--- config.mk ---
export PLATFORM = sky130hd
export DESIGN_NAME = pulse_count_voice_sequencer
export DESIGN_NICKNAME = d
export VERILOG_FILES = /design/src/hw/rtl/pcvs_pkg.sv /design/src/hw/rtl/pulse_count_voice_sequencer.sv /design/src/hw/rtl/pcvs_cell.sv /design/src/hw/rtl/pcvs_queue.sv
export SDC_FILE = /design/constraint.sdc
export NUM_CORES = 1
export LEC_CHECK = 0
export BUFFER_PORTS_ARGS = -buffer_cell sky130_fd_sc_hd__buf_4
export CORE_UTILIZATION = 46
export DETAILED_ROUTE_END_ITERATION = 10
export SLEW_MARGIN = 20
export SYNTH_ARGS = -nofsm -noshare
export SYNTH_HDL_FRONTEND = slang
export SYNTH_SLANG_ARGS = --single-unit
--- constraint.sdc ---
create_clock -name clock -period 5.5 [get_ports clock]
set_input_delay 0.55 -clock clock [delete_from_list [all_inputs] [get_ports clock]]
set_output_delay 0.55 -clock clock [all_outputs]
set_load 0.01 [all_outputs]
--- src/hw/rtl/pcvs_pkg.sv ---
// ----------------------------------------------------------------------------
// pcvs_pkg: shared definitions for the pulse-count voice sequencer
// Widths, operation and mode codes, sequence timing constants and the
// control and status bundles passed between the sequencer and its queue.
// ----------------------------------------------------------------------------
package pcvs_pkg;

   localparam int QUEUE_DEPTH = 20;
   localparam int CNT_W       = $clog2(QUEUE_DEPTH + 1);

   localparam int OP_W       = 2;
   localparam int SECTION_W  = 8;
   localparam int MODE_W     = 2;
   localparam int QUEUED_W   = 5;
   localparam int TICK_W     = 10;

   // Request operation codes.
   localparam logic [OP_W-1:0] OP_TICK = 2'd0;
   localparam logic [OP_W-1:0] OP_PLAY = 2'd1;
   localparam logic [OP_W-1:0] OP_STOP = 2'd2;

   // Sequencer modes, also reported on the response.
   localparam logic [MODE_W-1:0] MODE_IDLE = 2'd0;
   localparam logic [MODE_W-1:0] MODE_PLAY = 2'd1;
   localparam logic [MODE_W-1:0] MODE_WAIT = 2'd2;
   localparam logic [MODE_W-1:0] MODE_STOP = 2'd3;

   // Play sequence timing, in ticks.
   localparam logic [TICK_W-1:0] PLAY_RST_LOW_TICK  = 10'd2;
   localparam logic [TICK_W-1:0] PLAY_DATA_TICK     = 10'd4;
   localparam logic [TICK_W-1:0] PLAY_OVERHEAD      = 10'd6;

   // Stop sequence timing, in ticks.
   localparam logic [TICK_W-1:0] STOP_RST_HIGH_TICK = 10'd1;
   localparam logic [TICK_W-1:0] STOP_RST_LOW_TICK  = 10'd3;
   localparam logic [TICK_W-1:0] STOP_LEN           = 10'd4;

   typedef struct packed {
      logic push;
      logic pop;
      logic clear;
   } queue_cmd_type;

   typedef struct packed {
      logic [CNT_W-1:0]     count;
      logic [SECTION_W-1:0] head;
   } queue_stat_type;

endpackage

--- src/hw/rtl/pulse_count_voice_sequencer.sv ---
// ----------------------------------------------------------------------------
// pulse_count_voice_sequencer: reset/data line sequencer for a voice chip
// Runs the play and stop pulse sequences for a pulse-count voice chip,
// queues play requests that cannot start at once, and reports the line
// levels and sequencer status after every request.
// ----------------------------------------------------------------------------
//
//   Channel  Direction  Handshake            Payload
//   req_     in         req_valid/req_ready  op, section, busy_in
//   rsp_     out        rsp_valid/rsp_ready  rst_out, data_out, mode,
//                                            current_section, queued,
//                                            end_event, dropped
//
// One request is accepted per cycle while req_ready is high, and every
// request yields exactly one registered response. The sequencer state is
// updated in the cycle of acceptance, so back-to-back requests see the
// effect of their predecessors without a bubble. A two-entry output stage
// (output register plus skid register) keeps req_ready high while one
// response waits; req_ready drops only when both entries are full.
// Synchronous active-high reset clears the mode, counters, line levels and
// the queue fill count; queue entries are not cleared and need no sweep.
// ----------------------------------------------------------------------------
module pulse_count_voice_sequencer (
   input  logic                           clock,
   input  logic                           reset,
   input  logic                           req_valid,
   output logic                           req_ready,
   input  logic [pcvs_pkg::OP_W-1:0]      req_op,
   input  logic [pcvs_pkg::SECTION_W-1:0] req_section,
   input  logic                           req_busy_in,
   output logic                           rsp_valid,
   input  logic                           rsp_ready,
   output logic                           rsp_rst_out,
   output logic                           rsp_data_out,
   output logic [pcvs_pkg::MODE_W-1:0]    rsp_mode,
   output logic [pcvs_pkg::SECTION_W-1:0] rsp_current_section,
   output logic [pcvs_pkg::QUEUED_W-1:0]  rsp_queued,
   output logic                           rsp_end_event,
   output logic                           rsp_dropped
);
   import pcvs_pkg::*;

   typedef struct packed {
      logic                 rst_out;
      logic                 data_out;
      logic [MODE_W-1:0]    mode;
      logic [SECTION_W-1:0] current_section;
      logic [QUEUED_W-1:0]  queued;
      logic                 end_event;
      logic                 dropped;
   } rsp_type;

   // Sequencer state.
   logic [MODE_W-1:0]    mode_ff,      mode_in;
   logic [TICK_W-1:0]    tick_ff,      tick_in;
   logic [SECTION_W-1:0] section_ff,   section_in;
   logic                 rst_line_ff,  rst_line_in;
   logic                 data_line_ff, data_line_in;

   // Output stage.
   rsp_type              rsp_ff,       rsp_in;
   rsp_type              skid_ff,      skid_in;
   logic                 rsp_valid_ff, rsp_valid_in;
   logic                 skid_valid_ff, skid_valid_in;

   logic                 accept;
   logic                 take;
   logic                 end_ev;
   logic                 drop;
   logic                 idle_busy;
   logic [TICK_W-1:0]    tick_inc;
   logic [TICK_W-1:0]    play_limit;
   logic [CNT_W-1:0]     count_after;
   logic [QUEUED_W+CNT_W-1:0] count_wide;
   queue_cmd_type        q_cmd;
   queue_stat_type       q_stat;
   rsp_type              result;

   assign req_ready = !skid_valid_ff;
   assign accept    = req_valid && req_ready;
   assign take      = rsp_valid_ff && rsp_ready;
   assign idle_busy = (mode_ff == MODE_IDLE) && req_busy_in;
   assign tick_inc  = tick_ff + TICK_W'(1);

   // A play sequence lasts 2*(section+1)+4 ticks.
   assign play_limit = TICK_W'({section_ff, 1'b0}) + PLAY_OVERHEAD;

   pcvs_queue u_queue (
      .clock     (clock),
      .reset     (reset),
      .cmd       (q_cmd),
      .push_data (req_section),
      .stat      (q_stat)
   );

   // Next sequencer state for the request being accepted.
   always_comb begin
      mode_in      = mode_ff;
      tick_in      = tick_ff;
      section_in   = section_ff;
      rst_line_in  = rst_line_ff;
      data_line_in = data_line_ff;
      q_cmd        = '0;
      end_ev       = 1'b0;
      drop         = 1'b0;
      count_after  = q_stat.count;

      if (accept) begin
         unique case (req_op)
            OP_TICK: begin
               unique case (mode_ff)
                  MODE_PLAY: begin
                     // Reset pulse first, then data toggles once per tick.
                     priority if (tick_ff == '0) begin
                        rst_line_in  = 1'b1;
                        data_line_in = 1'b0;
                     end else if (tick_ff == PLAY_RST_LOW_TICK) begin
                        rst_line_in = 1'b0;
                     end else if (tick_ff >= PLAY_DATA_TICK) begin
                        data_line_in = !data_line_ff;
                     end else begin
                        data_line_in = data_line_ff;
                     end
                     tick_in = tick_inc;
                     if (tick_inc >= play_limit) begin
                        tick_in      = '0;
                        rst_line_in  = 1'b0;
                        data_line_in = 1'b0;
                        mode_in      = MODE_WAIT;
                     end
                  end
                  MODE_STOP: begin
                     priority if (tick_ff == '0) begin
                        data_line_in = 1'b0;
                     end else if (tick_ff == STOP_RST_HIGH_TICK) begin
                        rst_line_in = 1'b1;
                     end else if (tick_ff == STOP_RST_LOW_TICK) begin
                        rst_line_in = 1'b0;
                     end else begin
                        rst_line_in = rst_line_ff;
                     end
                     tick_in = tick_inc;
                     if (tick_inc >= STOP_LEN) begin
                        tick_in      = '0;
                        rst_line_in  = 1'b0;
                        data_line_in = 1'b0;
                        mode_in      = MODE_WAIT;
                     end
                  end
                  MODE_WAIT: begin
                     // Once the chip reports idle, start the next queued
                     // section or finish playback.
                     if (req_busy_in) begin
                        if (q_stat.count == '0) begin
                           section_in = '0;
                           mode_in    = MODE_IDLE;
                           end_ev     = 1'b1;
                        end else begin
                           section_in  = q_stat.head;
                           q_cmd.pop   = 1'b1;
                           count_after = q_stat.count - CNT_W'(1);
                           mode_in     = MODE_PLAY;
                           tick_in     = '0;
                        end
                     end
                  end
                  default: begin
                     mode_in = mode_ff;
                  end
               endcase
            end
            OP_PLAY: begin
               priority if (idle_busy) begin
                  mode_in    = MODE_PLAY;
                  section_in = req_section;
                  tick_in    = '0;
               end else if ((req_section != '0) &&
                            (q_stat.count < CNT_W'(QUEUE_DEPTH))) begin
                  q_cmd.push  = 1'b1;
                  count_after = q_stat.count + CNT_W'(1);
               end else begin
                  drop = 1'b1;
               end
            end
            OP_STOP: begin
               if (!idle_busy) begin
                  q_cmd.clear = 1'b1;
                  count_after = '0;
                  // A stop that lands early in a sequence resumes from the
                  // current count.
                  if (tick_ff >= STOP_LEN) begin
                     tick_in = '0;
                  end
                  section_in = '0;
                  mode_in    = MODE_STOP;
               end
            end
            default: begin
               mode_in = mode_ff;
            end
         endcase
      end
   end

   assign count_wide = {QUEUED_W'(0), count_after};

   always_comb begin
      result.rst_out         = rst_line_in;
      result.data_out        = data_line_in;
      result.mode            = mode_in;
      result.current_section = section_in;
      result.queued          = count_wide[QUEUED_W-1:0];
      result.end_event       = end_ev;
      result.dropped         = drop;
   end

   // Output register with a skid entry behind it.
   always_comb begin
      rsp_in        = rsp_ff;
      skid_in       = skid_ff;
      rsp_valid_in  = rsp_valid_ff;
      skid_valid_in = skid_valid_ff;
      priority if (skid_valid_ff && take) begin
         rsp_in        = skid_ff;
         skid_valid_in = 1'b0;
      end else if (!rsp_valid_ff || take) begin
         rsp_in       = result;
         rsp_valid_in = accept;
      end else if (accept) begin
         skid_in       = result;
         skid_valid_in = 1'b1;
      end else begin
         skid_valid_in = skid_valid_ff;
      end
   end

   always_ff @(posedge clock) begin
      if (reset) begin
         mode_ff       <= MODE_IDLE;
         tick_ff       <= '0;
         section_ff    <= '0;
         rst_line_ff   <= 1'b0;
         data_line_ff  <= 1'b0;
         rsp_valid_ff  <= 1'b0;
         skid_valid_ff <= 1'b0;
      end else begin
         mode_ff       <= mode_in;
         tick_ff       <= tick_in;
         section_ff    <= section_in;
         rst_line_ff   <= rst_line_in;
         data_line_ff  <= data_line_in;
         rsp_valid_ff  <= rsp_valid_in;
         skid_valid_ff <= skid_valid_in;
      end
   end

   always_ff @(posedge clock) begin
      rsp_ff  <= rsp_in;
      skid_ff <= skid_in;
   end

   assign rsp_valid           = rsp_valid_ff;
   assign rsp_rst_out         = rsp_ff.rst_out;
   assign rsp_data_out        = rsp_ff.data_out;
   assign rsp_mode            = rsp_ff.mode;
   assign rsp_current_section = rsp_ff.current_section;
   assign rsp_queued          = rsp_ff.queued;
   assign rsp_end_event       = rsp_ff.end_event;
   assign rsp_dropped         = rsp_ff.dropped;

`ifndef NO_ASSERTIONS
   a_queue_bound: assert property (@(posedge clock) disable iff (reset)
      q_stat.count <= CNT_W'(QUEUE_DEPTH))
      else $error("queue fill count exceeds depth");

   a_skid_order: assert property (@(posedge clock) disable iff (reset)
      skid_valid_ff |-> rsp_valid_ff)
      else $error("skid entry held while output register empty");

   a_idle_quiet: assert property (@(posedge clock) disable iff (reset)
      (mode_ff == MODE_IDLE) |-> (section_ff == '0 && !rst_line_ff && !data_line_ff))
      else $error("idle mode with active section or driven lines");

   a_play_bound: assert property (@(posedge clock) disable iff (reset)
      (mode_ff == MODE_PLAY) |-> (tick_ff < play_limit))
      else $error("play tick count past sequence length");
`endif

endmodule

--- src/hw/rtl/pcvs_cell.sv ---
// ----------------------------------------------------------------------------
// pcvs_cell: one entry of the section queue
// Holds one section. It is loaded from the push data when it is the tail
// slot, and takes its neighbor's section when the queue advances.
// ----------------------------------------------------------------------------
module pcvs_cell (
   input  logic                           clock,
   input  logic                           load_en,
   input  logic                           shift_en,
   input  logic [pcvs_pkg::SECTION_W-1:0] load_data,
   input  logic [pcvs_pkg::SECTION_W-1:0] neighbor_data,
   output logic [pcvs_pkg::SECTION_W-1:0] cell_data
);
   import pcvs_pkg::*;

   logic [SECTION_W-1:0] value_ff;
   logic [SECTION_W-1:0] value_in;

   always_comb begin
      priority if (load_en) begin
         value_in = load_data;
      end else if (shift_en) begin
         value_in = neighbor_data;
      end else begin
         value_in = value_ff;
      end
   end

   always_ff @(posedge clock) begin
      value_ff <= value_in;
   end

   assign cell_data = value_ff;

endmodule

--- src/hw/rtl/pcvs_queue.sv ---
// ----------------------------------------------------------------------------
// pcvs_queue: section queue built as a chain of cells
// The head sits in cell zero. A pop moves every cell one step toward the
// head; a push loads the cell just past the last filled one.
// ----------------------------------------------------------------------------
module pcvs_queue (
   input  logic                           clock,
   input  logic                           reset,
   input  pcvs_pkg::queue_cmd_type        cmd,
   input  logic [pcvs_pkg::SECTION_W-1:0] push_data,
   output pcvs_pkg::queue_stat_type       stat
);
   import pcvs_pkg::*;

   logic [CNT_W-1:0]     count_ff;
   logic [CNT_W-1:0]     count_in;
   logic [SECTION_W-1:0] cell_value [QUEUE_DEPTH];

   genvar i;
   generate
      for (i = 0; i < QUEUE_DEPTH; i++) begin : g_cell
         logic [SECTION_W-1:0] neighbor;
         if (i == QUEUE_DEPTH - 1) begin : g_last
            assign neighbor = '0;
         end else begin : g_mid
            assign neighbor = cell_value[i+1];
         end
         pcvs_cell u_cell (
            .clock         (clock),
            .load_en       (cmd.push && (count_ff == CNT_W'(i))),
            .shift_en      (cmd.pop),
            .load_data     (push_data),
            .neighbor_data (neighbor),
            .cell_data     (cell_value[i])
         );
      end
   endgenerate

   always_comb begin
      priority if (cmd.clear) begin
         count_in = '0;
      end else if (cmd.push) begin
         count_in = count_ff + CNT_W'(1);
      end else if (cmd.pop) begin
         count_in = count_ff - CNT_W'(1);
      end else begin
         count_in = count_ff;
      end
   end

   always_ff @(posedge clock) begin
      if (reset) begin
         count_ff <= '0;
      end else begin
         count_ff <= count_in;
      end
   end

   assign stat.count = count_ff;
   assign stat.head  = cell_value[0];

endmodule
==> flow_summary.json <==
{
  "io_buffers": 35,
  "status": "finished clean",
  "netlist_area_um2": 11300,
  "first_pass_iters": 5,
  "drt_iter0_drc": 599,
  "antenna_cells": 0,
  "critPathCaptureType": "register",
  "finalSetupViolations": 0,
  "final_max_slew_viol_count": 0,
  "cts_buffers": 25,
  "max_cap_viol_count": 0,
  "final_net_count": 897,
  "slew_headroom_pct": 29.3,
  "finalSetupTns_ns": 0,
  "synth-seq-cells": 227,
  "antenna_found_initial": 0,
  "ys_types": 79,
  "drc_errors": 0,
  "netlist_instances": 846,
  "fill_cells": 1973,
  "std_cell_rows": 56,
  "yosysSeqAreaShare_pct": 57.8,
  "r2r-start": "tick_ff[0]",
  "worst_pin_slew_ns": 1.05,
  "globalRouteTotalUtil_pct": 19.4,
  "synth_fp_nets": 885,
  "h-tree-depth": 1,
  "clkSinkCount": 227,
  "fin_crit_ns": 3.60,
  "hold_viol": 0,
  "crit_required_ns": 5.78,
  "worst_skew_pair.late_latency_ns": 0.53,
  "synth-edff-count": 198,
  "die_x_um": 159,
  "cts_setup_buffers": 0,
  "rsz0062_at_grt": "false",
  "vias": 6782,
  "min_period_over_period_pct": 65.5,
  "synth_compound_area_share_pct": 7.55,
  "grt_max_degree": 26,
  "fmax_mhz": 278,
  "cts_resized": 0,
  "die_y_um": 159,
  "ant_nets": 0,
  "die-area_um2": 25200,
  "fin_area_um2": 12500,
  "power_density_nw_per_um2": 290,
  "gp_congestion": 0.908,
  "crit_path_start_kind": "register",
  "cp_common_cell": "ha_1",
  "overflow": 0,
  "clk_pin_slew_ns": 0.06,
  "min_from": "reset",
  "synthMuxAreaShare_pct": 16.3,
  "grt_pass1_vias": 6666,
  "cp.arrival_ns": 3.88,
  "drive_gt1_share_pct": 30.2,
  "synth_fa_ha_area_share_pct": 2.66,
  "avgSynthCellArea_um2": 13.3,
  "root_buffer": "clkbuf_16",
  "ys_async_sr_fraction_pct": 0,
  "critPathKind": "register to register",
  "dpl_cell_area_um2": 11700,
  "grt_pass1_wl_um": 37500,
  "hold_buffers": 0,
  "hpwl_um": 15900,
  "vias_per_cell": 5.69,
  "cts_tree": "done",
  "synth_top_family_by_area": "multiplexers",
  "clock_skew_ns": 0.00940,
  "clockBufferDepth": 3,
  "vdd_drop_max_uv": 185,
  "syn_to_final_growth_pct": 10.4,
  "core_region_area_um2": 23800,
  "cp_max_fo": 10,
  "cp-startpoint": "tick_ff[0]",
  "path_cells": "ha_1, nand4_1, o21a_1, or2_2, ha_1, o21ai_0, a22oi_1, a31oi_1, o221a_2, o22ai_1, mux2_2",
  "hp-class": "primary input to register",
  "drt-wirelength-per-cell_um": 19.8,
  "slowest_stage": "dfxtp_1",
  "cp_slowest_stage_delay_ns": 0.51,
  "synth_xor_area_share_pct": 1.24,
  "p_leak_nw": 4.55,
  "synth_ff_type": "edfxtp_1",
  "pin_count": 36,
  "yosys.area_share.simple_pct": 11.2,
  "yosysWarningCount": 0,
  "start_util_pct": 47.5,
  "wl_um": 23600
}
[worst max-delay path, delay by kind of cell, from the launching register on]
| family | cells | cell delay [ns] |
|---|---|---|
| mux | 1 | 0.29 |
| compound gates | 6 | 1.40 |
| simple gates | 2 | 0.47 |
| fa+ha+maj | 2 | 0.68 |
| flops | 1 | 0.51 |
[routing by layer]
layer,track usage (%),share of wire [%]
met5,0,0
met4,4.58,1.4
met3,2.61,4.1
met2,31.8,47
met1,27.1,47
[cell usage in the layout (no fill, tap or decap), types with 5 or more instances in the layout]
cell type    n
nand3_1     18
ha_1        24
clkinv_1     7
or3b_1       5
mux2_2     147
nor3_1       9
and3_1      14
edfxtp_1   198
nor2_1      46
nor2_2       8
buf_4       38
a22oi_1     11
inv_1       29
nor4_1       6
or4_1        6
nand2_1     45
nand2b_1     7
clkbuf_16   25
o21ai_1     10
xor2_1       7
a31oi_1     11
xnor2_1      9
a21oi_1     28
dfxtp_1     29
mux2_4       8
nand3b_1     5
o21ai_0     17
[metrics by stage]
stage / total power (W) / utilization (%) / instances / hold WS (ns) / setup WS, ns
after floorplan: 0.00203 / - / 846 / 0.458 / 2.41
after global placement: 0.00209 / 49.3 / 1150 / 0.473 / 2.04
after detailed placement: 0.00210 / 49.3 / 1150 / 0.475 / 1.95
after CTS: 0.00365 / 52.5 / 1192 / 0.359 / 1.91
after global routing: 0.00373 / 52.5 / 1192 / 0.369 / 1.62
final: 0.00361 / 52.5 / 1192 / 0.378 / 1.90
[cell families after synthesis]
group / after synthesis
multiplexers: 161
AND/OR/NAND/NOR: 212
XOR/XNOR: 16
AO/OA/AOI/OAI: 123
buffers and inverters: 83
adder cells (fa/ha/maj): 24
flip-flops: 227
[worst paths after layout]
path                                      end  slack, ns  cells past startpoint
worst max-delay path              rsp_mode[1]       1.90                     11
worst max register to register    rsp_mode[1]       1.90                     11
worst min-delay path            section_ff[6]       0.38                      2
worst min register to register     tick_ff[9]       0.48                      2
[Yosys cell counts (all sizes together) (3+ instances only)]
library cell  count  share of area, %
a211o             3              0.23
nor4              8              0.71
mux2            158                16
o21ai            27               1.2
mux2i             3              0.27
or4               6              0.40
or3               3              0.17
a22oi            11              0.73
and2              4              0.22
nand3            18              0.80
nand2b            7              0.39
or2               3              0.17
o211ai            4              0.27
and3             15              0.88
a31oi            11              0.61
or3b              5              0.39
edfxtp          198                53
nand3b            6              0.51
xnor2             9              0.70
inv              30               1.0
buf              16               1.0
ha               24               2.7
nor2b             4              0.22
xor2              7              0.54
nor2             58               2.7
nand2            49               1.8
o221ai            3              0.23
clkbuf           37               1.2
a211oi            4              0.31
a21oi            30               1.5
a21o              4              0.27
dfxtp            29               5.1
nor3             13              0.75
o21a              3              0.20
nand4             5              0.41
[sequential cells by signal, indices dropped and copies added (netlist names)]
register / flops
rst_line_ff: 1
rsp_mode: 2
rsp_queued: 5
skid_ff: 19
rsp_current_section: 8
tick_ff: 10
rsp_data_out: 1
u_queue.g_cell.u_cell.cell_data: 160
data_line_ff: 1
mode_ff: 2
rsp_dropped: 1
rsp_valid: 1
skid_valid_ff: 1
rsp_end_event: 1
rsp_rst_out: 1
u_queue.count_ff: 5
section_ff: 8
[report_power, final]
part	internal, W	leakage, nW	switching (W)
Clock	0.000878	0.362	0.000673
Combinational	0.0000575	2.04	0.000117
Sequential	0.00187	2.14	0.0000152
[cell type report]
| cell class | instances | area [um^2] | area share [%] |
|---|---|---|---|
| timing repair buffer | 38 | 285 | 2.29 |
| multi-input combinational | 536 | 4390 | 35.2 |
| sequential | 227 | 6530 | 52.4 |
| clock buffer | 27 | 633 | 5.08 |
| inverter | 30 | 113 | 0.904 |
| clock inverter | 15 | 115 | 0.924 |
| tap | 319 | 399 | 3.20 |
Note: power is estimated with default switching activity, not from simulation.
